==> config.mk <==
export PLATFORM = sky130hd
export DESIGN_NAME = vector_terminal_coord_encoder_top
export DESIGN_NICKNAME = d
export VERILOG_FILES = /design/src/rtl/vtce_pkg.sv /design/src/rtl/vtce_encode.sv /design/src/rtl/vector_terminal_coord_encoder_top.sv
export SDC_FILE = /design/constraint.sdc
export NUM_CORES = 1
export LEC_CHECK = 0
export ABC_AREA = 1
export BUFFER_PORTS_ARGS = -buffer_cell sky130_fd_sc_hd__buf_2
export CORE_MARGIN = 1.5
export CORE_UTILIZATION = 60
export DETAILED_ROUTE_END_ITERATION = 12
export PLACE_DENSITY_LB_ADDON = 0.3
export SYNTH_ARGS = -nofsm -noshare
export SYNTH_HDL_FRONTEND = slang
export SYNTH_SLANG_ARGS = --single-unit
==> constraint.sdc <==
create_clock -name i_clk -period 4.6 [get_ports i_clk]
set_input_delay 0.46 -clock i_clk [delete_from_list [all_inputs] [get_ports i_clk]]
set_output_delay 0.46 -clock i_clk [all_outputs]
set_load 0.02 [all_outputs]
==> src/rtl/vtce_pkg.sv <==
`default_nettype none
package vtce_pkg;

    localparam int NumSlots = 5;
    localparam int SlotW    = $clog2(NumSlots);
    localparam int CoordW   = 10;
    localparam int PosW     = 16;
    localparam int PartW    = 5;

    typedef logic [6:0] t_byte;

    typedef enum logic [2:0] {
        ACT_DRAW  = 3'd0,
        ACT_MOVE  = 3'd1,
        ACT_PLOT  = 3'd2,
        ACT_ALPHA = 3'd3,
        ACT_CLEAR = 3'd4
    } t_action;

    typedef struct packed {
        logic  [NumSlots-1:0] mask;
        t_byte [NumSlots-1:0] bytes;
    } t_burst;

    localparam logic [CoordW-1:0] XMax = 10'd1023;
    localparam logic [CoordW-1:0] YMax = 10'd767;

    localparam logic [1:0] TAG_HIGH  = 2'b01;
    localparam logic [1:0] TAG_LOW_Y = 2'b11;
    localparam logic [1:0] TAG_LOW_X = 2'b10;

    localparam t_byte CODE_US  = 7'o037;
    localparam t_byte CODE_GS  = 7'o035;
    localparam t_byte CODE_ESC = 7'o033;
    localparam t_byte CODE_FF  = 7'o014;
    localparam t_byte CODE_AT  = 7'h40;

endpackage
`default_nettype wire

==> src/rtl/vtce_encode.sv <==
`default_nettype none
module vtce_encode
    import vtce_pkg::*;
(
    input  wire logic            i_clk,
    input  wire logic            i_rst_n,
    input  wire logic            i_load,
    input  wire logic [2:0]      i_action,
    input  wire logic [PosW-1:0] i_pos_x,
    input  wire logic [PosW-1:0] i_pos_y,
    output t_burst               o_burst
);

    t_byte r_prev_hy, r_prev_ly, r_prev_hx;
    t_byte n_prev_hy, n_prev_ly, n_prev_hx;

    logic [CoordW-1:0] ux, uy;
    t_byte             hy, ly, hx, lx;
    logic              send_hy, send_ly, send_hx;

    always_comb begin
        if (i_pos_x[PosW-1]) begin
            ux = '0;
        end else if (|i_pos_x[PosW-2:CoordW]) begin
            ux = XMax;
        end else begin
            ux = i_pos_x[CoordW-1:0];
        end
        if (i_pos_y[PosW-1]) begin
            uy = '0;
        end else if (i_pos_y[PosW-2:0] > {{(PosW-1-CoordW){1'b0}}, YMax}) begin
            uy = YMax;
        end else begin
            uy = i_pos_y[CoordW-1:0];
        end
    end

    assign hy = {TAG_HIGH,  uy[CoordW-1:PartW]};
    assign ly = {TAG_LOW_Y, uy[PartW-1:0]};
    assign hx = {TAG_HIGH,  ux[CoordW-1:PartW]};
    assign lx = {TAG_LOW_X, ux[PartW-1:0]};

    assign send_hy = (hy != r_prev_hy);
    assign send_hx = (hx != r_prev_hx);
    assign send_ly = (ly != r_prev_ly) || send_hx;

    always_comb begin
        o_burst   = '0;
        n_prev_hy = r_prev_hy;
        n_prev_ly = r_prev_ly;
        n_prev_hx = r_prev_hx;
        unique case (t_action'(i_action))
            ACT_DRAW, ACT_MOVE: begin
                o_burst.bytes = {lx, hx, ly, hy, CODE_GS};
                o_burst.mask  = {1'b1, send_hx, send_ly, send_hy,
                                 (t_action'(i_action) == ACT_MOVE)};
                n_prev_hy     = hy;
                n_prev_ly     = ly;
                n_prev_hx     = hx;
            end
            ACT_PLOT: begin
                o_burst.bytes[0] = CODE_GS;
                o_burst.bytes[1] = CODE_AT;
                o_burst.mask     = 5'b00011;
                n_prev_hy        = '0;
                n_prev_ly        = '0;
                n_prev_hx        = '0;
            end
            ACT_ALPHA: begin
                o_burst.bytes[0] = CODE_US;
                o_burst.mask     = 5'b00001;
            end
            ACT_CLEAR: begin
                o_burst.bytes[0] = CODE_ESC;
                o_burst.bytes[1] = CODE_FF;
                o_burst.mask     = 5'b00011;
            end
            default: begin
                o_burst = '0;
            end
        endcase
    end

    always_ff @(posedge i_clk) begin
        if (!i_rst_n) begin
            r_prev_hy <= '0;
            r_prev_ly <= '0;
            r_prev_hx <= '0;
        end else if (i_load) begin
            r_prev_hy <= n_prev_hy;
            r_prev_ly <= n_prev_ly;
            r_prev_hx <= n_prev_hx;
        end
    end

endmodule
`default_nettype wire

==> src/rtl/vector_terminal_coord_encoder_top.sv <==
// Each command goes from its input transfer into the holding stage, then into the
// output byte register, which offers its first byte. Throughput: one output byte per
// cycle while i_m_axis_tready is high; a command emits 1 to 5 bytes, or none and is dropped.
// A one-command holding stage sits ahead of the output byte register.
// Reset: synchronous, active low; clears remembered address bytes and both stages.
`default_nettype none
module vector_terminal_coord_encoder_top
    import vtce_pkg::*;
(
    input  wire logic        i_clk,
    input  wire logic        i_rst_n,
    input  wire logic        i_s_axis_tvalid,
    output logic             o_s_axis_tready,
    input  wire logic [31:0] i_s_axis_tdata,  // pos_x[15:0], pos_y[31:16]
    input  wire logic [2:0]  i_s_axis_tuser,  // action[2:0]
    output logic             o_m_axis_tvalid,
    input  wire logic        i_m_axis_tready,
    output logic [7:0]       o_m_axis_tdata,  // out_byte[6:0], zero[7]
    output logic             o_m_axis_tlast   // last
);

    t_burst                  new_burst;
    logic [NumSlots-1:0]     r_pend_mask, n_pend_mask;
    t_byte [NumSlots-1:0]    r_pend_bytes;
    logic [NumSlots-1:0]     r_out_mask, n_out_mask;
    t_byte [NumSlots-1:0]    r_out_bytes;
    logic [SlotW-1:0]        out_idx;
    logic                    in_take, out_take, out_last, out_free;

    vtce_encode u_encode (
        .i_clk    (i_clk),
        .i_rst_n  (i_rst_n),
        .i_load   (in_take),
        .i_action (i_s_axis_tuser),
        .i_pos_x  (i_s_axis_tdata[15:0]),
        .i_pos_y  (i_s_axis_tdata[31:16]),
        .o_burst  (new_burst)
    );

    always_comb begin
        out_idx = '0;
        for (int i = NumSlots - 1; i >= 0; i--) begin
            if (r_out_mask[i]) begin
                out_idx = SlotW'(i);
            end
        end
    end

    assign out_last        = ((r_out_mask & (r_out_mask - 1'b1)) == '0);
    assign o_m_axis_tvalid = |r_out_mask;
    assign o_m_axis_tdata  = {1'b0, r_out_bytes[out_idx]};
    assign o_m_axis_tlast  = out_last;
    assign out_take        = o_m_axis_tvalid && i_m_axis_tready;
    assign out_free        = !o_m_axis_tvalid || (out_take && out_last);
    assign o_s_axis_tready = !(|r_pend_mask) || out_free;
    assign in_take         = i_s_axis_tvalid && o_s_axis_tready;

    always_comb begin
        n_out_mask  = r_out_mask;
        n_pend_mask = r_pend_mask;
        if (out_free) begin
            n_out_mask  = r_pend_mask;
            n_pend_mask = '0;
        end else if (out_take) begin
            n_out_mask = r_out_mask & (r_out_mask - 1'b1);
        end
        if (in_take) begin
            n_pend_mask = new_burst.mask;
        end
    end

    always_ff @(posedge i_clk) begin
        if (!i_rst_n) begin
            r_pend_mask <= '0;
            r_out_mask  <= '0;
        end else begin
            r_pend_mask <= n_pend_mask;
            r_out_mask  <= n_out_mask;
        end
    end

    always_ff @(posedge i_clk) begin
        if (out_free) begin
            r_out_bytes <= r_pend_bytes;
        end
        if (in_take) begin
            r_pend_bytes <= new_burst.bytes;
        end
    end

`ifndef SYNTHESIS
    a_pend_blocks: assert property (@(posedge i_clk) disable iff (!i_rst_n)
        (|r_pend_mask && !out_free) |-> !o_s_axis_tready)
        else $error("input taken while holding stage busy");

    a_burst_continues: assert property (@(posedge i_clk) disable iff (!i_rst_n)
        (out_take && !out_last) |=> o_m_axis_tvalid)
        else $error("command bytes cut short");

    a_pend_advances: assert property (@(posedge i_clk) disable iff (!i_rst_n)
        (!o_m_axis_tvalid && |r_pend_mask) |=> o_m_axis_tvalid)
        else $error("held command not moved to output");
`endif

endmodule
`default_nettype wire

## After elaboration in Yosys (flattened, before gate mapping)

Cells that the tools add are included.

| cells by class | value |
|---|---|
| order comparisons | 2 |
| add/sub/neg operators | 1 |
| bitwise gates (word level) | 2 |
| equality and inequality tests | 7 |
| muxes and demuxes | 22 |
| reductions and logical operators | 21 |

Operators by type and width:

| kind | number |
|---|---|
| 7-bit one-hot mux with 2 select lines | 3 |
| 10-bit two-way mux | 4 |
| 5-bit one-hot mux with 3 select lines | 2 |
| 7-bit binary-select mux with 3-bit select | 1 |
| 21-bit two-way mux | 1 |
| 7-bit one-hot mux with 3 select lines | 1 |
| 5-bit two-way mux | 4 |
| 15-bit by 10-bit > comparator with 1-bit output, second input constant | 1 |
| 3-bit two-way mux | 5 |
| 5-bit OR reduction | 3 |
| 6-bit by 7-bit != test with 1-bit output | 2 |
| 7-bit two-way mux | 1 |
| 7-bit != test | 1 |
| 3-bit by 2-bit equality test with 1-bit output, second input constant | 2 |
| 2-bit nonzero test | 3 |
| 2-bit OR reduction | 3 |
| 5-bit bitwise AND | 1 |
| 5-bit logical NOT | 1 |
| 5-bit by 1-bit subtractor with 5-bit output, second input constant | 1 |
| 3-bit by 4-bit less-than comparator with 1-bit output, second input constant | 1 |
| 3-bit by 1-bit equality test with 1-bit output, second input constant | 1 |
| 3-bit equality test, second input constant | 1 |
| 1-bit logical AND | 3 |
| 3-bit logical NOT | 1 |
| other kinds (5) | 8 |

| storage, ports and cells | value |
|---|---|
| flip-flop bits (word level) | 101 |
| output and inout port bits | 11 |
| word-level logic and storage cells | 73 |
| bits of input ports | 39 |

## Logic depth before layout (Yosys ltp)

Gate-level depths: netlist of run 1.

| logic depth | value |
|---|---|
| depth after elaboration | 8 |
| mapped depth | 13 |
| gate-level depth less buffers | 13 |

## Hierarchy

From an unflattened synthesis of run 1, not the netlist that was laid out.

| unflattened totals | value |
|---|---|
| cells, all modules | 451 |
| area total of the unflattened synthesis | 4374.2 sq um |

By module, submodules not included:

| module | area an instance (sq um) | seq. area each (sq um) | cells each | times used |
|---|---|---|---|---|
| vector_terminal_coord_encoder_top | 2994.1 | 2302.2 | 205 | 1 |
| vtce_encode | 1380.1 | 320.3 | 246 | 1 |

## Least setup slack after synthesis of run 1

Ideal clock, no wire load.

| timing path | value |
|---|---|
| path kind | reg2out |
| start point | register r_out_mask[2] |
| end point | output port o_m_axis_tdata[2] |
| cell stages (with the launch flop) | 11 |
| path buffers | 1 |
| arrival | 1.422 ns |
| data required time | 4.140 ns |
| path slack | 2.718 ns |
| cell sequence | dfxtp_1 > inv_1 > nand2_1 > nand2_1 > nand2_1 > inv_1 > clkbuf_1 > nand2_1 > a21oi_1 > o21ai_0 > nand2_1 |

| on the way | value |
|---|---|
| word-level cells in the longest chain between the ends | 5 |

Ends and longest elaborated chain:

| element | RTL line | text |
|---|---|---|
| from (decl) | vector_terminal_coord_encoder_top.sv:25 | `logic [NumSlots-1:0] r_out_mask, n_out_mask;` |
| from (signal assigned) | vector_terminal_coord_encoder_top.sv:78 | `r_out_mask <= n_out_mask;` |
| 3-bit two-way mux (3 in series) | vector_terminal_coord_encoder_top.sv:43 | `if (r_out_mask[i]) begin` |
| 7-bit binary-select mux with 3-bit select | vector_terminal_coord_encoder_top.sv:51 | `assign o_m_axis_tdata = {1'b0, r_out_bytes[out_idx]};` |
| 7-bit two-way mux (not written as such) | vector_terminal_coord_encoder_top.sv:51 |  |
| to (decl) | vector_terminal_coord_encoder_top.sv:18 | `output logic [7:0] o_m_axis_tdata,` |

Every way passes these cells. The select of a mux whose other input is x is not followed.

## Final worst setup path of run 1

Ends and elaborated chain as after synthesis.

==> results.json, run 1 <==
{
  "vias": 2824,
  "dieArea_sq_um": 6590,
  "rows": 28,
  "ant_nets": 0,
  "fp.dieH_um": 81.2,
  "place_inst": 529,
  "fin_area_sq_um": 4140,
  "top_level_ports": 50,
  "hold_depth": 3,
  "outcome": "completed",
  "h-tree-depth": 3,
  "worst_slack_ns": 2.11,
  "p_per_area_nw_per_um2": 365,
  "wl_per_cell_um": 13.0,
  "worstReg2RegStart": "r_out_mask[0]$_SDFFE_PN0P_",
  "post_cts.repair.setup_buffers": 0,
  "area_growth_pct": 12.8,
  "cts-root-buf": "clkbuf_8",
  "fin_cells": 545,
  "fmax_mhz": 401,
  "cp.arrival_ns": 2.03,
  "syn_inst": 417,
  "r2r_slack_ns": 2.54,
  "pwr-share-comb": 0.115,
  "power.switching_uw": 395,
  "placed_area_sq_um": 3940,
  "dr.pass1.iters": 4,
  "synth_top_family_by_area": "simple AND/OR/NAND/NOR gates",
  "clock-sinks": 78,
  "rr_endpoint": "u_encode.r_prev_hx[0]$_SDFFE_PN0P_",
  "synth_seq_cells": 78,
  "diodes": 0,
  "min_path_type": "input pin to register",
  "clk_latency_ns": 0.35,
  "synth_compound_area_frac": 0.0925,
  "grt_max_degree": 41,
  "holdCritStartpoint": "i_s_axis_tdata[1]",
  "power.leakage_nw": 1.76,
  "grt_pass1_vias": 2605,
  "ir_worst_vdd_uv": 259,
  "drt_wl_total_mm": 7.11,
  "fillers": 482,
  "drc": 0,
  "ys_warn_count": 0,
  "startpoint_type": "register",
  "antenna_found_initial": 0,
  "place_congestion": 0.878,
  "post_synth_num_cell_types": 30,
  "synth_area_per_cell_sq_um": 8.79,
  "io_buffers": 48,
  "grt_usage": 0.234,
  "fin_crit_ns": 2.49,
  "clk_pin_slew_worst_paths_ns": 0.08,
  "fin_skew_ns": 0.0102,
  "overflow": 0,
  "rsz0062_at_grt": "no",
  "drt_iter0_markers": 200,
  "slew_violations": 0,
  "cts-resized-gates": 0,
  "cts_tree": "built",
  "synth_adder_area_share": 0,
  "holdWs_ns": 0.403,
  "finalHoldViolCount": 0,
  "fin_tns_setup_ns": 0,
  "clockBufferDepth": 2,
  "start_util": 0.619,
  "setup-violations-final": 0,
  "finalCritPeriodShare": 0.542,
  "power.share.clock": 0.336,
  "swShare": 0.262,
  "synth_nets": 456,
  "relSlewSlack": 0.397,
  "internal-power_mw": 1.12,
  "yosys.area_share.xor_xnor": 0.00716,
  "cts_hold_buf": 0,
  "reg2reg_depth": 11,
  "layout.nets": 504,
  "ys_seq_area_frac": 0.568,
  "tightest_slew_ns": 0.900,
  "max_cap_viol_count": 0,
  "hold_end": "r_pend_bytes[29]$_SDFFCE_PP0P_",
  "drive_above_1_share": 0.211,
  "path_class": "register to output port",
  "p_seq_frac": 0.549,
  "required_ns": 4.14,
  "synth_mux_area_frac": 0,
  "dp_slack_ns": 2.38,
  "cts_made_buffers": 9,
  "core_sq_um": 5920,
  "die-width_um": 81.2,
  "grt_pass1_wl_mm": 11.4,
  "hpwl_mm": 5.15,
  "end_kind": "output port",
  "vias_per_cell": 5.18,
  "synthSimpleGateAreaFrac": 0.265,
  "crit_path_max_fanout": 12,
  "syn-cell-area_sq_um": 3670
}
## power by group through the flow
| stage | registers (mW) | clock network, mW | logic (mW) |
|---|---|---|---|
| final | 0.830 | 0.508 | 0.173 |
| after global routing | 0.835 | 0.542 | 0.195 |
| after CTS | 0.830 | 0.514 | 0.174 |
| after detailed placement | 0.846 | 0 | 0.173 |
| after global placement | 0.844 | 0 | 0.169 |
| after floorplan | 0.834 | 0 | 0.126 |
## logic make-up (layout without fill, tap and decap cells)
| family | Yosys count | after routing |
|---|---|---|
| AOI/OAI and AO/OA | 57 | 57 |
| xor gates and xnor gates | 3 | 3 |
| buffers and inverters | 58 | 111 |
| DFF | 78 | 78 |
| other | 1 | 1 |
| and+or+nand+nor | 220 | 220 |
## Yosys cell counts
master	count	area, sq um
o21ai_4	1	16.3
buf_4	1	7.51
edfxtp_1	52	1560
nor3_1	3	15.0
nand3_2	1	10.0
nand4_1	6	37.5
inv_6	1	8.76
nand3_1	28	140
o21ai_0	12	60.1
buf_6	2	22.5
a21oi_1	31	155
conb_1	1	3.75
clkbuf_1	6	22.5
a21oi_2	10	87.6
inv_1	41	154
o21bai_1	1	7.51
inv_2	4	15.0
nand2_1	104	390
nor2_1	55	206
buf_2	2	10.0
nand3b_1	5	37.5
xor2_1	3	26.3
o21ai_1	1	5.00
nand2_4	4	45.0
o31ai_1	1	7.51
clkinv_1	1	3.75
nor2_2	2	12.5
dfxtp_1	26	521
nand2_2	11	68.8
or2_4	1	8.76
## worst max path at each step
stage	to	cells past startpoint	start
after floorplan	o_m_axis_tdata[2]	10	r_out_mask[2]$_SDFFE_PN0P_
after global placement	r_pend_mask[1]$_SDFFE_PN0P_	10	i_s_axis_tdata[27]
after detailed placement	r_pend_mask[1]$_SDFFE_PN0P_	10	i_s_axis_tdata[27]
after CTS	o_m_axis_tdata[2]	10	r_out_mask[2]$_SDFFE_PN0P_
after global routing	o_m_axis_tdata[2]	8	r_out_mask[0]$_SDFFE_PN0P_
final	o_m_axis_tdata[2]	10	r_out_mask[2]$_SDFFE_PN0P_
## registers in the layout, summed over array words and instances, names as in the netlist
signal and flops:
u_encode.r_prev_hy 5, u_encode.r_prev_hx 5, r_out_bytes 26, r_out_mask 5
r_pend_bytes 26, r_pend_mask 5, u_encode.r_prev_ly 6
## through the flow
stage / util / power, mW
after floorplan: - / 0.960
after global placement: 0.665 / 1.01
after detailed placement: 0.665 / 1.02
after CTS: 0.699 / 1.52
after global routing: 0.699 / 1.57
final: 0.699 / 1.51
## metal layers
| layer | track usage | wire [um] | vias up |
|---|---|---|---|
| met5 | 0 | 0 | - |
| met4 | 0.133 | 181 | 0 |
| met3 | 0.0461 | 277 | 16 |
| met2 | 0.385 | 3510 | 71 |
| met1 | 0.289 | 3140 | 1280 |
| li1 | - | - | 1457 |
## placed cells by master (no fill, tap or decap), types with 2 or more instances in the layout
| cell | instances |
|---|---|
| nand2_1 | 104 |
| nor2_1 | 55 |
| edfxtp_1 | 52 |
| buf_2 | 48 |
| inv_1 | 41 |
| a21oi_1 | 31 |
| nand3_1 | 28 |
| dfxtp_1 | 26 |
| o21ai_0 | 12 |
| nand2_2 | 11 |
| a21oi_2 | 10 |
| clkbuf_8 | 9 |
| nand4_1 | 6 |
| nand3b_1 | 5 |
| inv_2 | 4 |
| nand2_4 | 4 |
| nor3_1 | 3 |
| xor2_1 | 3 |
| nor2_2 | 2 |
| inv_6 | 2 |
| clkinv_2 | 2 |
| clkinv_4 | 2 |
## cell type report
type	count	area, sq um	share of cell area
inverter	47	181	0.0439
timing repair buffer	48	240	0.0581
tap	75	93.8	0.0227
clock buffer	9	124	0.0299
clock inverter	7	73.8	0.0178
multi-input combinational	281	1340	0.324
sequential	78	2080	0.503
## worst max-delay path: stages (launching register included)
cell     delay, ns
dfxtp_1       0.37
inv_1         0.08
nand2_1       0.06
nand2_1       0.05
nand2_1       0.23
inv_1         0.24
nand2_1       0.12
a21oi_1       0.06
o21ai_0       0.25
nand2_1       0.07
buf_2         0.16
No activity file was read; power rests on OpenSTA's default activity.
==> run 2, diff against run 1 <==
Settings changed: CORE_UTILIZATION 60 to 52.
Clock period 4.6 ns to 2.24 ns, I/O delays scaled along.
==> run 2 against run 1 <==
Sequential share of layout area shrank 1.3 points. Sequential power grew 100%. Worst hold slack lost 0.23 ns. Global-route usage shrank 2.5 points. Power grew 110%. Die area grew 15%. Via count grew 2.9%. Flip-flop and latch count is the same. First-iteration DRC count grew 7.5%. Cell count grew 5.0%. Clock power grew 120%. Critical path depth is the same.
==> results.json, run 2 (synthesis gave the netlist of run 1 again) <==
{
  "outcome": "completed",
  "end_kind": "output port",
  "fp.dieH_um": 87.0,
  "fmax_mhz": 486,
  "finalHoldViolCount": 0,
  "placed_area_sq_um": 4020,
  "cts_made_buffers": 9,
  "path_class": "register to output port",
  "path_cells": "inv_1 > nand2_1 > nand2_1 > nand2_1 > inv_1 > nand2_1 > a21oi_1 > o21ai_0 > nand2_1 > buf_2",
  "layout_common_cells": "nand2_1, nor2_1, edfxtp_1",
  "start_util": 0.540,
  "required_ns": 2.02,
  "fin_tns_setup_ns": 0,
  "rr_endpoint": "u_encode.r_prev_hy[1]$_SDFFE_PN0P_",
  "drc": 0,
  "io_buffers": 48,
  "relSlewSlack": 0.392,
  "dieArea_sq_um": 7570,
  "startpoint_type": "register",
  "tightest_slew_ns": 0.906,
  "max_cap_viol_count": 0,
  "place_congestion": 0.966,
  "slowest_delay_ns": 0.34,
  "rows": 30,
  "ant_nets": 0,
  "min_path_type": "input pin to register",
  "hold_depth": 3,
  "ir_worst_vdd_uv": 401,
  "grt_pass1_vias": 2661,
  "vias_per_cell": 5.08,
  "grt_pass1_wl_mm": 11.9,
  "hpwl_mm": 5.49,
  "setup-violations-final": 0,
  "vias": 2907,
  "place_inst": 556,
  "p_per_area_nw_per_um2": 754,
  "slowest_stage": "dfxtp_1",
  "drt_wl_total_mm": 7.38,
  "cts-root-buf": "clkbuf_8",
  "slew_violations": 0,
  "grt_usage": 0.209,
  "fin_crit_ns": 2.06,
  "path_common_cell": "nand2_1",
  "diodes": 0,
  "reg2reg_depth": 11,
  "rsz0062_at_grt": "no",
  "final_common_cell": "nand2_1",
  "worstReg2RegStart": "r_out_mask[2]$_SDFFE_PN0P_",
  "clk_pin_slew_worst_paths_ns": 0.08,
  "holdCritStartpoint": "i_s_axis_tdata[0]",
  "overflow": 0,
  "layout.nets": 510,
  "die-width_um": 87.0,
  "cts_tree": "built",
  "fin_cells": 572,
  "cp.arrival_ns": 1.84,
  "crit_buf_inv": 3,
  "dr.pass1.iters": 4,
  "fin_skew_ns": 0.0121,
  "grt_max_degree": 28,
  "largestRegisters": "r_out_bytes x26, r_pend_bytes x26, u_encode.r_prev_ly x6",
  "hold_end": "r_pend_bytes[28]$_SDFFCE_PP0P_",
  "path_delay_family": "buffers and inverters",
  "finalCritPeriodShare": 0.919,
  "wl_per_cell_um": 12.9,
  "core_sq_um": 6790,
  "area_growth_pct": 15.9,
  "r2r_slack_ns": 0.24,
  "h-tree-depth": 3,
  "power.leakage_nw": 1.81,
  "drive_above_1_share": 0.221,
  "antenna_found_initial": 0,
  "fin_area_sq_um": 4250,
  "clk_latency_ns": 0.34,
  "crit_path_max_fanout": 12,
  "clock-sinks": 78,
  "clockBufferDepth": 2,
  "drt_iter0_markers": 215,
  "top_level_ports": 50
}
## run 2: cell count changes in the layout (fill, tap and decap cells not counted)
| cell | previous run | this run |
|---|---|---|
| clkinvlp_4 | 1 | 0 |
| nor2_4 | 0 | 1 |
| buf_12 | 0 | 1 |
| clkinv_4 | 2 | 0 |
| clkbuf_8 | 9 | 11 |
| clkbuf_1 | 0 | 1 |
| inv_6 | 2 | 1 |
| nor2_1 | 55 | 54 |
| clkbuf_16 | 0 | 1 |
| buf_4 | 0 | 5 |
## run 2: timing repair
item / 4_1_cts / 5_1_grt
hold buffers: 0 / 0
resized for setup: 0 / 2
setup buffers: 0 / 0
endpoints found under the setup margin: 0 / 7
## run 2: stage by stage
stage / worst slack, ns / hold slack [ns] / total power, mW / utilization
after global placement: 0.408 / 0.401 / 2.10 / 0.592
after detailed placement: 0.337 / 0.405 / 2.11 / 0.592
after floorplan: 0.457 / 0.379 / 1.97 / -
after global routing: 0.00670 / 0.191 / 3.34 / 0.626
final: 0.180 / 0.177 / 3.21 / 0.626
after CTS: 0.0106 / 0.169 / 3.22 / 0.624
## run 2: worst max-delay path by stage
stage | startpoint | endpoint | slack [ns] | cells after the start
3_5_place_dp | r_out_mask[0]$_SDFFE_PN0P_ | u_encode.r_prev_hx[0]$_SDFFE_PN0P_ | 0.34 | 11
6_report | r_out_mask[2]$_SDFFE_PN0P_ | o_m_axis_tdata[0] | 0.18 | 10
3_3_place_gp | r_out_mask[2]$_SDFFE_PN0P_ | u_encode.r_prev_hy[1]$_SDFFE_PN0P_ | 0.41 | 11
4_1_cts | r_out_mask[0]$_SDFFE_PN0P_ | o_m_axis_tdata[0] | 0.01 | 8
2_1_floorplan | r_out_mask[0]$_SDFFE_PN0P_ | r_pend_bytes[10]$_DFFE_PP_ | 0.46 | 9
5_1_grt | r_out_mask[2]$_SDFFE_PN0P_ | o_m_axis_tdata[0] | 0.007 | 10
## run 2: metal layers
| metal | track usage | routed length (um) |
|---|---|---|
| met1 | 0.278 | 3350 |
| met3 | 0.0408 | 281 |
| met5 | 0 | 0 |
| met2 | 0.335 | 3580 |
| met4 | 0.0909 | 170 |
## run 2: cell type report
cell class / instances / area (sq um)
Fill cell: 567 / 2540
Sequential cell: 78 / 2080
Multi-Input combinational cell: 281 / 1350
Tap cell: 96 / 120
Inverter: 47 / 181
Clock inverter: 3 / 40.0
Timing Repair Buffer: 54 / 298
Clock buffer: 13 / 180
## run 2: where the power goes
part	leakage (nW)	switching (mW)	internal, mW
clock	0.115	0.486	0.641
combinational	0.937	0.248	0.130
sequential	0.757	0.0461	1.66
total	1.81	0.780	2.43
## run 2: worst reg2reg max path, stage by stage, from the launching register on
cell and delay, ns:
dfxtp_1 0.34, nor2_1 0.26, nand2_2 0.11, or2_4 0.25, nand2_4 0.08, nand2_4 0.08, nand2_4 0.09, nand2_4 0.07
inv_6 0.16, o21ai_4 0.21, nand2_1 0.13, a21oi_1 0.07
==> run 3, diff against run 2 <==
Settings changed: REMOVE_ABC_BUFFERS from default to 1.
==> run 3 against run 2 <==
Combinational power fell by 3%. First-iteration DRC count shrank 40%. Highest routed layer unchanged. Cell count stayed put. Register-to-register slack is essentially flat. Routed wire length decreased by 3.4%. Sequential power is essentially flat. Global-route usage is 0.64 points lower. Worst setup slack gained 0.073 ns.
==> results.json, run 3 (synthesis gave the netlist of run 1 again) <==
{
  "outcome": "completed",
  "io_buffers": 48,
  "clk_pin_slew_worst_paths_ns": 0.08,
  "start_util": 0.540,
  "ant_nets": 0,
  "cp.arrival_ns": 1.76,
  "area_growth_pct": 14.7,
  "required_ns": 2.02,
  "core_sq_um": 6790,
  "p_seq_frac": 0.549,
  "place_inst": 556,
  "cts-resized-gates": 0,
  "die-width_um": 87.0,
  "drc": 0,
  "cts-root-buf": "clkbuf_8",
  "rows": 30,
  "diodes": 0,
  "tightest_slew_ns": 0.895,
  "finalCritPeriodShare": 0.887,
  "cts_hold_buf": 0,
  "startpoint_type": "register",
  "post-route-util": 0.619,
  "fin_skew_ns": 0.0121,
  "clockBufferDepth": 2,
  "fin_tns_setup_ns": 0,
  "path_class": "register to output port",
  "h-tree-depth": 3,
  "max_cap_viol_count": 0,
  "place_congestion": 0.878,
  "vias_per_cell": 5.06,
  "vias": 2896,
  "drt_iter0_markers": 128,
  "grt_max_degree": 33,
  "grt_usage": 0.203,
  "holdWs_ns": 0.173,
  "swShare": 0.257,
  "clk_latency_ns": 0.34,
  "setup-violations-final": 0,
  "min_path_type": "input pin to register",
  "top_level_ports": 50,
  "power.switching_uw": 794,
  "finalHoldViolCount": 0,
  "fillers": 598,
  "crit_path_max_fanout": 12,
  "dp_slack_ns": 0.254,
  "grt_pass1_wl_mm": 11.7,
  "power.share.clock": 0.332,
  "cts_tree": "built",
  "p_per_area_nw_per_um2": 735,
  "rsz0062_at_grt": "no",
  "fin_area_sq_um": 4210,
  "wl_per_cell_um": 12.5,
  "layout_common_cells": "nand2_1, nor2_1, edfxtp_1",
  "clock-sinks": 78,
  "drive_above_1_share": 0.218,
  "internal-power_mw": 2.30,
  "fin_crit_ns": 1.99,
  "worst_slack_ns": 0.254,
  "drt_wl_total_mm": 7.13,
  "placed_area_sq_um": 4010,
  "finalPower_mw": 3.09,
  "slew_violations": 0,
  "overflow": 0,
  "ir_worst_vdd_uv": 325,
  "fmax_mhz": 503,
  "power.leakage_nw": 1.78,
  "dieArea_sq_um": 7570,
  "layout.nets": 510,
  "pwr-share-comb": 0.119,
  "post_cts.repair.setup_buffers": 0,
  "antenna_found_initial": 0,
  "final_common_cell": "nand2_1",
  "grt_pass1_vias": 2670,
  "relSlewSlack": 0.399,
  "cts_made_buffers": 9,
  "largestRegisters": "r_out_bytes x26, r_pend_bytes x26, u_encode.r_prev_ly x6",
  "end_kind": "output port",
  "fp.dieH_um": 87.0,
  "hpwl_mm": 5.34,
  "dr.pass1.iters": 4,
  "fin_cells": 572
}
[run 3: path summary, 6_finish.rpt]
kind	end	cells past startpoint	start	slack (ns)
max	o_m_axis_tdata[1]	10	r_out_mask[2]$_SDFFE_PN0P_	0.25
min	r_pend_bytes[29]$_SDFFCE_PP0P_	3	i_s_axis_tdata[1]	0.17
max reg2reg	u_encode.r_prev_hx[0]$_SDFFE_PN0P_	11	r_out_mask[0]$_SDFFE_PN0P_	0.25
min reg2reg	r_out_bytes[12]$_DFFE_PP_	0	r_pend_bytes[12]$_DFFE_PP_	0.42
[run 3: critical path: stages (launching register included)]
cell,delay (ns)
dfxtp_1,0.33
inv_1,0.10
nand2_1,0.06
nand2_1,0.05
nand2_1,0.07
inv_1,0.26
nand2_1,0.11
a21oi_1,0.13
o21ai_0,0.10
nand2_1,0.06
buf_2,0.15
[run 3: final cells by class]
| cell class | count | area, sq um | area share |
|---|---|---|---|
| clock buffers | 9 | 124 | 0.0294 |
| multi-input cells | 281 | 1340 | 0.319 |
| clock inverters | 7 | 72.6 | 0.0173 |
| repair buffers | 54 | 285 | 0.0678 |
| inverters | 47 | 181 | 0.0431 |
| flip-flops and latches | 78 | 2080 | 0.495 |
| well taps | 96 | 120 | 0.0286 |
[run 3: per-layer routing]
metal,share of wire,vias to the layer above,wire [um],GRT usage
met5,0,-,0,0
met4,0.016,0,112,0.0777
met3,0.043,12,310,0.0398
met2,0.48,71,3390,0.341
met1,0.47,1338,3320,0.259
li1,-,1475,-,-
[run 3: power by group through the flow]
stage | logic [mW] | registers (mW) | clock network (mW)
after global placement | 0.358 | 1.73 | 0
after floorplan | 0.247 | 1.71 | 0
final | 0.367 | 1.70 | 1.03
after global routing | 0.409 | 1.71 | 1.09
after CTS | 0.368 | 1.70 | 1.04
after detailed placement | 0.367 | 1.73 | 0
